$ cat src/sv/rpd_pkg.sv
// shared types, constants and codes of the radio packet deframer
package rpd_pkg;

    localparam int HEADER_BYTES             = 10;
    localparam int LENGTH_BASE              = 9;
    localparam int DBM_BASE                 = 74;
    localparam int DEFAULT_MAX_PACKET_BYTES = 200;
    localparam int BYTE_SAT                 = 255;

    // result queue, depth a power of two
    localparam int FIFO_DEPTH = 4;
    localparam int FIFO_PTR_W = $clog2(FIFO_DEPTH);
    localparam int FIFO_CNT_W = $clog2(FIFO_DEPTH + 1);

    localparam logic KIND_PAYLOAD = 1'b0;
    localparam logic KIND_SUMMARY = 1'b1;

    typedef enum logic [1:0] {
        STATUS_OK       = 2'd0,
        STATUS_SHORT    = 2'd1,
        STATUS_LONG     = 2'd2,
        STATUS_MISMATCH = 2'd3
    } status_t;

    typedef struct packed {
        logic        kind;
        logic [7:0]  payload_byte;
        logic [7:0]  msg_counter;
        logic [7:0]  msg_subtype;
        logic [7:0]  msg_type;
        logic [23:0] sender;
        logic [23:0] dest;
        logic [7:0]  signal_level;
        logic        rssi_valid;
        status_t     status;
        logic        end_of_run;
    } result_t;

    // up to two results written into the queue in one cycle
    typedef struct packed {
        logic [1:0] count;
        result_t    first;
        result_t    second;
    } push_t;

endpackage

$ cat src/sv/rpd_parse.sv
// per-byte packet state and result generation
module rpd_parse #(
    parameter int MAX_PACKET_BYTES = rpd_pkg::DEFAULT_MAX_PACKET_BYTES
) (
    input  logic          clk,
    input  logic          rst_n,
    input  logic          item_valid,
    input  logic [7:0]    item_byte,
    input  logic          item_last,
    input  logic          rssi_present,
    output rpd_pkg::push_t push
);
    import rpd_pkg::*;

    logic [7:0]  pos_reg, pos_next;
    logic [7:0]  length_reg, length_next;
    logic [7:0]  counter_reg, counter_next;
    logic [7:0]  subtype_reg, subtype_next;
    logic [7:0]  type_reg, type_next;
    logic [23:0] sender_reg, sender_next;
    logic [23:0] dest_reg, dest_next;
    logic [7:0]  held_byte_reg, held_byte_next;
    logic        held_valid_reg, held_valid_next;
    logic [7:0]  payload_count_reg, payload_count_next;
    logic        rssi_mode_reg, rssi_mode_next;

    logic        mode;
    logic        in_payload;
    logic        emit;
    logic [7:0]  emit_value;
    logic [8:0]  rssi_wide;
    logic [8:0]  rssi_half;
    logic [8:0]  dbm_wide;
    logic        dbm_valid;
    status_t     status;
    result_t     payload_res;
    result_t     summary_res;

    always_comb
    begin
        mode = (pos_reg == 8'd0) ? rssi_present : rssi_mode_reg;
        in_payload = (pos_reg >= 8'(HEADER_BYTES));

        length_next  = length_reg;
        counter_next = counter_reg;
        subtype_next = subtype_reg;
        type_next    = type_reg;
        sender_next  = sender_reg;
        dest_next    = dest_reg;
        unique case (pos_reg)
            8'd0:                 length_next  = item_byte;
            8'd1:                 counter_next = item_byte;
            8'd2:                 subtype_next = item_byte;
            8'd3:                 type_next    = item_byte;
            8'd4, 8'd5, 8'd6:     sender_next  = {sender_reg[15:0], item_byte};
            8'd7, 8'd8, 8'd9:     dest_next    = {dest_reg[15:0], item_byte};
            default:              ;
        endcase

        // rssi mode holds each payload byte back by one so the last can be rssi
        emit            = 1'b0;
        emit_value      = item_byte;
        held_byte_next  = held_byte_reg;
        held_valid_next = held_valid_reg;
        dbm_valid       = 1'b0;
        if (in_payload)
        begin
            if (mode)
            begin
                emit            = held_valid_reg;
                emit_value      = held_byte_reg;
                held_byte_next  = item_byte;
                held_valid_next = !item_last;
                dbm_valid       = item_last;
            end
            else
            begin
                emit = 1'b1;
            end
        end

        payload_count_next = payload_count_reg;
        if (emit && (payload_count_reg != 8'(BYTE_SAT)))
        begin
            payload_count_next = payload_count_reg + 8'd1;
        end

        pos_next = (pos_reg != 8'(BYTE_SAT)) ? pos_reg + 8'd1 : pos_reg;
        rssi_mode_next = mode;

        // signed byte halved towards zero
        rssi_wide = {item_byte[7], item_byte};
        rssi_half = 9'($signed(rssi_wide + {8'd0, item_byte[7]}) >>> 1);
        dbm_wide  = 9'(DBM_BASE) - rssi_half;

        priority if (pos_reg < 8'(HEADER_BYTES - 1))
            status = STATUS_SHORT;
        else if (pos_reg >= 8'(MAX_PACKET_BYTES))
            status = STATUS_LONG;
        else if ({1'b0, length_next} != (9'(LENGTH_BASE) + {1'b0, payload_count_next}))
            status = STATUS_MISMATCH;
        else
            status = STATUS_OK;

        payload_res              = '0;
        payload_res.kind         = KIND_PAYLOAD;
        payload_res.payload_byte = emit_value;
        payload_res.status       = STATUS_OK;

        summary_res              = '0;
        summary_res.kind         = KIND_SUMMARY;
        summary_res.msg_counter  = counter_next;
        summary_res.msg_subtype  = subtype_next;
        summary_res.msg_type     = type_next;
        summary_res.sender       = sender_next;
        summary_res.dest         = dest_next;
        summary_res.signal_level = dbm_valid ? dbm_wide[7:0] : 8'd0;
        summary_res.rssi_valid   = dbm_valid;
        summary_res.status       = status;
        summary_res.end_of_run   = 1'b1;

        push.count  = item_valid ? (2'({1'b0, emit}) + 2'({1'b0, item_last})) : 2'd0;
        push.first  = emit ? payload_res : summary_res;
        push.second = summary_res;
    end

    always_ff @(posedge clk or negedge rst_n)
    begin
        if (!rst_n)
        begin
            pos_reg           <= '0;
            length_reg        <= '0;
            counter_reg       <= '0;
            subtype_reg       <= '0;
            type_reg          <= '0;
            sender_reg        <= '0;
            dest_reg          <= '0;
            held_byte_reg     <= '0;
            held_valid_reg    <= 1'b0;
            payload_count_reg <= '0;
            rssi_mode_reg     <= 1'b0;
        end
        else if (item_valid)
        begin
            if (item_last)
            begin
                pos_reg           <= '0;
                length_reg        <= '0;
                counter_reg       <= '0;
                subtype_reg       <= '0;
                type_reg          <= '0;
                sender_reg        <= '0;
                dest_reg          <= '0;
                held_byte_reg     <= '0;
                held_valid_reg    <= 1'b0;
                payload_count_reg <= '0;
                rssi_mode_reg     <= 1'b0;
            end
            else
            begin
                pos_reg           <= pos_next;
                length_reg        <= length_next;
                counter_reg       <= counter_next;
                subtype_reg       <= subtype_next;
                type_reg          <= type_next;
                sender_reg        <= sender_next;
                dest_reg          <= dest_next;
                held_byte_reg     <= held_byte_next;
                held_valid_reg    <= held_valid_next;
                payload_count_reg <= payload_count_next;
                rssi_mode_reg     <= rssi_mode_next;
            end
        end
    end

endmodule

$ cat src/sv/rpd_result_fifo.sv
// small result queue taking up to two results a cycle, giving one
module rpd_result_fifo (
    input  logic            clk,
    input  logic            rst_n,
    input  rpd_pkg::push_t  push,
    input  logic            pop,
    output rpd_pkg::result_t head,
    output logic            not_empty,
    output logic            has_room
);
    import rpd_pkg::*;

    result_t               mem_reg [FIFO_DEPTH];
    logic [FIFO_PTR_W-1:0] wr_ptr_reg, wr_ptr_next;
    logic [FIFO_PTR_W-1:0] rd_ptr_reg, rd_ptr_next;
    logic [FIFO_CNT_W-1:0] count_reg, count_next;
    logic [FIFO_PTR_W-1:0] wr_ptr_second;

    assign not_empty     = (count_reg != '0);
    assign has_room      = (count_reg <= FIFO_CNT_W'(FIFO_DEPTH - 2));
    assign head          = mem_reg[rd_ptr_reg];
    assign wr_ptr_second = wr_ptr_reg + FIFO_PTR_W'(1);

    always_comb
    begin
        wr_ptr_next = wr_ptr_reg + FIFO_PTR_W'(push.count);
        rd_ptr_next = pop ? rd_ptr_reg + FIFO_PTR_W'(1) : rd_ptr_reg;
        count_next  = count_reg + FIFO_CNT_W'(push.count) - FIFO_CNT_W'(pop);
    end

    always_ff @(posedge clk)
    begin
        if (push.count != 2'd0)
        begin
            mem_reg[wr_ptr_reg] <= push.first;
        end
        if (push.count == 2'd2)
        begin
            mem_reg[wr_ptr_second] <= push.second;
        end
    end

    always_ff @(posedge clk or negedge rst_n)
    begin
        if (!rst_n)
        begin
            wr_ptr_reg <= '0;
            rd_ptr_reg <= '0;
            count_reg  <= '0;
        end
        else
        begin
            wr_ptr_reg <= wr_ptr_next;
            rd_ptr_reg <= rd_ptr_next;
            count_reg  <= count_next;
        end
    end

endmodule

$ cat src/sv/radio_packet_deframer.sv
// top level of the radio packet deframer: input register, parser, result queue
// path: an accepted byte is held in the input register, then parsed, and its results are written into the queue
// throughput: one byte per cycle, taken by the parser from its input register while the queue has room for two
// output rate: one result per cycle while out_stall is low; a last byte that also releases payload makes two
// reset: rst_n asynchronous active low clears packet state, queue and rssi_present
module radio_packet_deframer #(
    parameter int MAX_PACKET_BYTES = rpd_pkg::DEFAULT_MAX_PACKET_BYTES
) (
    input  logic        clk,
    input  logic        rst_n,
    // byte input channel
    input  logic        in_valid,
    output logic        in_stall,
    input  logic [7:0]  data_byte,
    input  logic        last_byte,
    // result channel
    output logic        out_valid,
    input  logic        out_stall,
    output logic        kind,
    output logic [7:0]  payload_byte,
    output logic [7:0]  msg_counter,
    output logic [7:0]  msg_subtype,
    output logic [7:0]  msg_type,
    output logic [23:0] sender,
    output logic [23:0] dest,
    output logic [7:0]  signal_level,
    output logic        rssi_valid,
    output logic [1:0]  status,
    output logic        end_of_run,
    // configuration write channel
    input  logic        cfg_valid,
    output logic        cfg_ready,
    input  logic        cfg_data
);
    import rpd_pkg::*;

    // input register
    logic       stage_valid_reg, stage_valid_next;
    logic [7:0] stage_byte_reg;
    logic       stage_last_reg;
    logic       rssi_present_reg;

    logic       in_accept;
    logic       advance;
    logic       queue_room;
    logic       queue_not_empty;
    push_t      push;
    result_t    head;

    // the register is always writable, it is only sampled at a packet's first byte
    assign cfg_ready = 1'b1;

    // the held item moves into the parser once the queue can take two results
    assign advance   = stage_valid_reg && queue_room;
    assign in_stall  = stage_valid_reg && !queue_room;
    assign in_accept = in_valid && !in_stall;

    always_comb
    begin
        stage_valid_next = stage_valid_reg;
        if (in_accept)
            stage_valid_next = 1'b1;
        else if (advance)
            stage_valid_next = 1'b0;
    end

    always_ff @(posedge clk or negedge rst_n)
    begin
        if (!rst_n)
        begin
            stage_valid_reg  <= 1'b0;
            rssi_present_reg <= 1'b0;
        end
        else
        begin
            stage_valid_reg <= stage_valid_next;
            if (cfg_valid && cfg_ready)
            begin
                rssi_present_reg <= cfg_data;
            end
        end
    end

    // payload of the input register, no reset needed
    always_ff @(posedge clk)
    begin
        if (in_accept)
        begin
            stage_byte_reg <= data_byte;
            stage_last_reg <= last_byte;
        end
    end

    rpd_parse #(
        .MAX_PACKET_BYTES (MAX_PACKET_BYTES)
    ) u_parse (
        .clk          (clk),
        .rst_n        (rst_n),
        .item_valid   (advance),
        .item_byte    (stage_byte_reg),
        .item_last    (stage_last_reg),
        .rssi_present (rssi_present_reg),
        .push         (push)
    );

    // queue separates the parser from a stalled consumer
    rpd_result_fifo u_fifo (
        .clk       (clk),
        .rst_n     (rst_n),
        .push      (push),
        .pop       (out_valid && !out_stall),
        .head      (head),
        .not_empty (queue_not_empty),
        .has_room  (queue_room)
    );

    assign out_valid    = queue_not_empty;
    assign kind         = head.kind;
    assign payload_byte = head.payload_byte;
    assign msg_counter  = head.msg_counter;
    assign msg_subtype  = head.msg_subtype;
    assign msg_type     = head.msg_type;
    assign sender       = head.sender;
    assign dest         = head.dest;
    assign signal_level = head.signal_level;
    assign rssi_valid   = head.rssi_valid;
    assign status       = head.status;
    assign end_of_run   = head.end_of_run;

endmodule

$ cat config.mk
export PLATFORM = sky130hd
export DESIGN_NAME = radio_packet_deframer
export DESIGN_NICKNAME = d
export VERILOG_FILES = /design/src/sv/rpd_pkg.sv /design/src/sv/rpd_parse.sv /design/src/sv/rpd_result_fifo.sv /design/src/sv/radio_packet_deframer.sv
export SDC_FILE = /design/constraint.sdc
export NUM_CORES = 1
export LEC_CHECK = 0
export BUFFER_PORTS_ARGS = -buffer_cell sky130_fd_sc_hd__buf_2
export CORE_MARGIN = 5
export CORE_UTILIZATION = 60
export CTS_CLUSTER_DIAMETER = 60
export DETAILED_ROUTE_END_ITERATION = 10
export MAX_ROUTING_LAYER = met4
export PLACE_DENSITY = 0.78
export SYNTH_ARGS = -nofsm -noshare
export SYNTH_HDL_FRONTEND = slang
export SYNTH_SLANG_ARGS = --single-unit
$ cat constraint.sdc
create_clock -name clk -period 11.44 [get_ports clk]
set_clock_uncertainty 0.2 [all_clocks]
set_input_delay 0 -clock clk [delete_from_list [all_inputs] [get_ports clk]]
set_output_delay 0 -clock clk [all_outputs]
set_load 0.03 [all_outputs]
==> Word level (Yosys, flattened, before mapping) <==
Memories as Yosys holds them, arrays and structs flattened.
Cells that the tools add are included.
{ "classes": {"magnitude_cmp": 4, "addsub": 11, "n_mux": 42, "eq_ne": 13, "reduce_logical": 20} }
{ "ops": {"columns": ["cell", "count"], "rows": [
  ["$mux 8", 18],
  ["$mux 24", 4],
  ["$mux 93", 1],
  ["$eq 8x3->1 const B", 4],
  ["$add 8x1->8 const B", 2],
  ["$eq 8x2->1 const B", 2],
  ["$eq 8x4->1 const B", 2],
  ["$ne 8x8->1 const B", 2],
  ["$mux 1", 15],
  ["$reduce_bool 2->1", 5],
  ["$add 4x8->9 const A", 1],
  ["$add 8x2->9", 1],
  ["$ne 8x9->1", 1],
  ["$eq 8x1->1 const B", 1],
  ["$ge 8x4->1 const B", 1],
  ["$ge 8x8->1 const B", 1],
  ["$logic_not 8->1", 1],
  ["$lt 8x4->1 const B", 1],
  ["$mux 2", 4],
  ["$sub 8x8->8 const A", 1],
  ["$reduce_or 3->1", 2],
  ["$logic_and 1x1->1", 5],
  ["$add 2x1->2 const B", 2],
  ["$logic_not 1->1", 4],
  ["9 further kinds", 9]
]} }
{ "totals": {"in_bits": 15, "mem_bits_rw": 372, "wordCells": 109, "regBits": 124, "n_memories": 1} }
{ "mem_list": {"columns": ["memory", "words", "word_bits", "read_ports", "rd_clocked_by_memory_dff", "write_ports", "line", "source"], "rows": [
  ["u_fifo.mem_reg", 4, 93, 1, 0, 2, "rpd_result_fifo.sv:13", "result_t mem_reg [FIFO_DEPTH];"]
]} }

==> Longest topological paths before layout <==
{ "logic_depth": {"ltp_word": 12, "depth_mapped": 16} }

==> Modules after synthesis <==
From an unflattened synthesis, not the netlist that was laid out.
{ "unflattened": {"cells_unflattened": 1840, "hier_area_um2": 26221.4} }
{ "by_module_without_submodules": {"columns": ["mod", "seq_area_each_um2", "cells_per_inst", "instances", "area_per_inst_um2"], "rows": [
  ["rpd_result_fifo", 11345.9, 938, 1, 18844.3],
  ["rpd_parse", 2652.5, 882, 1, 6988.0],
  ["radio_packet_deframer", 320.3, 20, 1, 389.1]
]} }

==> Least setup slack after synthesis <==
Ideal clock, no wire load.
{ "synth_timing": {"kind": "register -> register", "start": "reg u_parse.pos_reg[7]", "end": "mem u_fifo.mem_reg[3][10] (netlist name) (data pin)", "path_stages_with_launch": 14, "slack_ps": 6107, "synth_period_minus_slack_ps": 5333, "path_buffers": 3, "arrival_ps": 4993, "t_required_ps": 11100, "cell_sequence": "dfrtp_1 -> buf_6 -> or4_4 -> o21ai_4 -> inv_4 -> ha_1 -> clkbuf_1 -> mux2_2 -> nand3_1 -> inv_1 -> o21ai_1 -> or2_2 -> clkbuf_1 -> nor2_1"} }
{ "synth_lines": {"columns": ["element", "line", "source"], "rows": [
  ["start, declared", "rpd_parse.sv:15", "logic [7:0] pos_reg, pos_next;"],
  ["start signal, assigned", "rpd_parse.sv:161", "pos_reg <= pos_next;"],
  ["end, declared", "rpd_result_fifo.sv:13", null]
]} }

==> impl_results.md <==
- GRT Overall Usage: 26.6%
- Unique masters post-synth: 71
- Diode count: 0
- EDFF count, synth: 341
- Critical path class: reg2reg
- Final slew viol count: 0
- Hold Worst Slack: 36.4 ps
- Cells after Synth: 1,660
- Pwr dens: 239 nW/µm²
- Num CTS Buffers: 48
- Period utilization: 48.8%
- # IOs: 111
- Crit path from: u_parse.pos_reg[7]$_DFFE_PN0P_
- Crit path top cell by count: o21ai_4
- Dpl hpwl: 29,500 µm
- Sw power: 2160 µW
- Dpl cell area: 22,700 µm²
- Ys async rst share: 23.4%
- Yosys Warn Count: 0
- # DRC: 0
- Setup TNS: 0 ps
- CP top delay family: buffers and inverters
- Peak supply drop: 0.221 mV
- Crit path cell chain: or4_4 -> o21ai_4 -> inv_4 -> ha_1 -> mux2_2 -> nand3_1 -> clkinv_2 -> o21ai_4 -> buf_4 -> or2_2 -> nor2_1
- Worst reg-to-reg setup slack: 5850 ps
- Dpl ws: 5930 ps
- Largest net degree at the start of global routing: 79
- Clk Latency, worst-skew pair: 560 ps
- Total number of vias: 14,100
- RSZ-0062 raised after global routing: no
- Flop pwr share: 39.7%
- CP max FO: 68
- Critical path depth: 11
- Area grow syn2layout: 12.5%
- Slowest stage delay, CP: 790 ps
- Gpl congestion: 0.885
- CTS tree: yes
- Switch share: 37.0%
- Initial core utilization: 61.0%
- Area contributors post-synth: edfxtp_1 (47%), dfrtp_1 (13%), mux4_2 (9.5%)
- Fmax: 179 MHz
- Most common cell after layout, fill and taps aside: nor2_1
- GRT overflow: 0
- Die height: 200 µm
- Post-CTS Setup Bufs: 0
- Worst Path Arrival: 5670 ps
- Synth Cell Area: 21,700 µm²
- Share of layout cells above drive strength 1: 17.9%
- Clock tree buffer depth: 3
- Lkg Pwr: 0.00916 µW
- Syn_area_per_cell: 13.1 µm²
- First-pass GRT wire length: 82,200 µm
- Hold crit path type: in2reg
- Most frequent cells in the layout: nor2_1 (350), edfxtp_1 (341), nand2_1 (134)
- IO buf count: 109
- Worst R2R Start: u_parse.pos_reg[7]$_DFFE_PN0P_
- Post-synth top area cell: edfxtp_1
- Final Hold Viols: 0
- Max reg flops: 368
- CTS Sinks: 492
- Vias in the first global route: 14,400
- Crit path capture type: register
- CP bufs+invs: 3
- Clock slew at reported path FFs: 60 ps
- Htree depth: 2
- Sequential share of the synthesized area: 63.7%
- Slowest library cell on the worst path: buf_4
- FF-to-FF End: u_fifo.mem_reg[3][6]$_DFFE_PP_
- Initial antenna violation count: 0
- Drt wl/cell: 22.8 µm
- Final #Nets: 1,788
- Hold buffers post-CTS: 26
- Die area: 40,100 µm²
- Run status: finished clean
- CORE AREA: 35,700 µm²
- P_int: 3680 µW
- Worst-Margin Slew: 1170 ps
- DRT Pass-1 Iters: 7
- Rel. slew slack: 19.8%
- Tot Pwr: 5840 µW
- Worst EP required: 11,530 ps
- Root buf cell: clkbuf_16
- Mean number of vias per cell: 6.24
- Cts repair resizes: 0
- Crit start category: register
- Share of the synthesized area in the top cell type: 47.1%
- R2R depth: 11
- Die width: 200 µm
- Post-route cell area: 24,500 µm²
- Synthesized net count: 1,689
- Max-cap violations: 0
- Final ANT Viol Nets: 0
- Setup violators final: 0
- Setup ws final: 5850 ps
- Worst setup path end: u_fifo.mem_reg[3][6]$_DFFE_PP_
- Clock power share: 25.9%
- Initial DRC Count: 1,302
- Dominant synthesized flop cell: edfxtp_1
- Site row count: 69
- Number of synthesized register bits: 492
- Crit path time final: 5590 ps
- Comb power frac: 34.4%
- WL final: 51,500 µm
==> routing by layer <==
metal	wire length, µm	global-route usage [%]
met1	21600	37.5
met2	24900	41.6
met3	3750	4.14
met4	1210	6.71
met5	0	-
==> power groups by stage <==
stage | logic (µW) | registers, µW | clock network, µW
after floorplan | 1520 | 2240 | 0
after global placement | 1970 | 2340 | 0
after detailed placement | 2000 | 2350 | 0
after CTS | 2020 | 2320 | 1530
after global routing | 2140 | 2350 | 1610
final | 2010 | 2320 | 1510
==> logic make-up after synthesis <==
| kind of cell | share of synthesized area [%] |
|---|---|
| multiplexers | 13.4 |
| flip-flops | 63.7 |
| AND/OR/NAND/NOR | 10.9 |
| AO/OA/AOI/OAI | 7.27 |
| other | 0.0173 |
| XOR/XNOR | 1.38 |
| adder cells (fa/ha/maj) | 0.841 |
| buffers and inverters | 2.52 |
==> layout make-up <==
class                      count  area, µm²
sequential                   492      13800
fill                        2470      11200
multi-input combinational   1029       7400
clock buffer                  67       1330
timing repair buffer         161       1020
tap                          461        577
clock inverter                23        179
inverter                      27        109
==> cells in the mapped netlist (4+ instances only) <==
cell / n
o21ai_0: 102
a21oi_1: 15
nor2b_1: 10
o31ai_1: 7
or2_2: 5
a22o_1: 63
ha_1: 13
a31oi_1: 7
o41ai_1: 4
nand2_1: 136
o21ai_1: 6
mux2i_1: 82
dfxtp_1: 36
xnor2_1: 19
buf_2: 4
nor2_1: 350
inv_1: 26
nor3_1: 9
buf_1: 13
nand2b_1: 8
edfxtp_1: 341
xor2_1: 10
and2_1: 8
nand3_1: 18
dfrtp_1: 115
clkbuf_1: 91
mux4_2: 92
nand4_1: 5
==> stage by stage <==
| stage | cells | utilization, % |
|---|---|---|
| final | 2260 | 68.6 |
| after global routing | 2260 | 68.6 |
| after CTS | 2260 | 68.6 |
| after detailed placement | 2144 | 63.6 |
| after global placement | 2144 | 63.6 |
| after floorplan | 1660 | - |
==> worst min path at each step <==
stage	to	depth (start not counted)	startpoint
final	rssi_present_reg$_DFFE_PN0P_	3	cfg_valid
after global routing	rssi_present_reg$_DFFE_PN0P_	3	cfg_valid
after CTS	rssi_present_reg$_DFFE_PN0P_	3	cfg_valid
after detailed placement	u_parse.counter_reg[1]$_DFFE_PN0P_	1	rst_n
after global placement	rssi_present_reg$_DFFE_PN0P_	1	rst_n
after floorplan	rssi_present_reg$_DFFE_PN0P_	0	rst_n
==> tightest hold or removal path: cells and delay by family <==
family | cells | cell delay [ps]
multiplexers | 1 | 140
buffers and inverters | 2 | 610
Power figures use the tool's default switching activity.
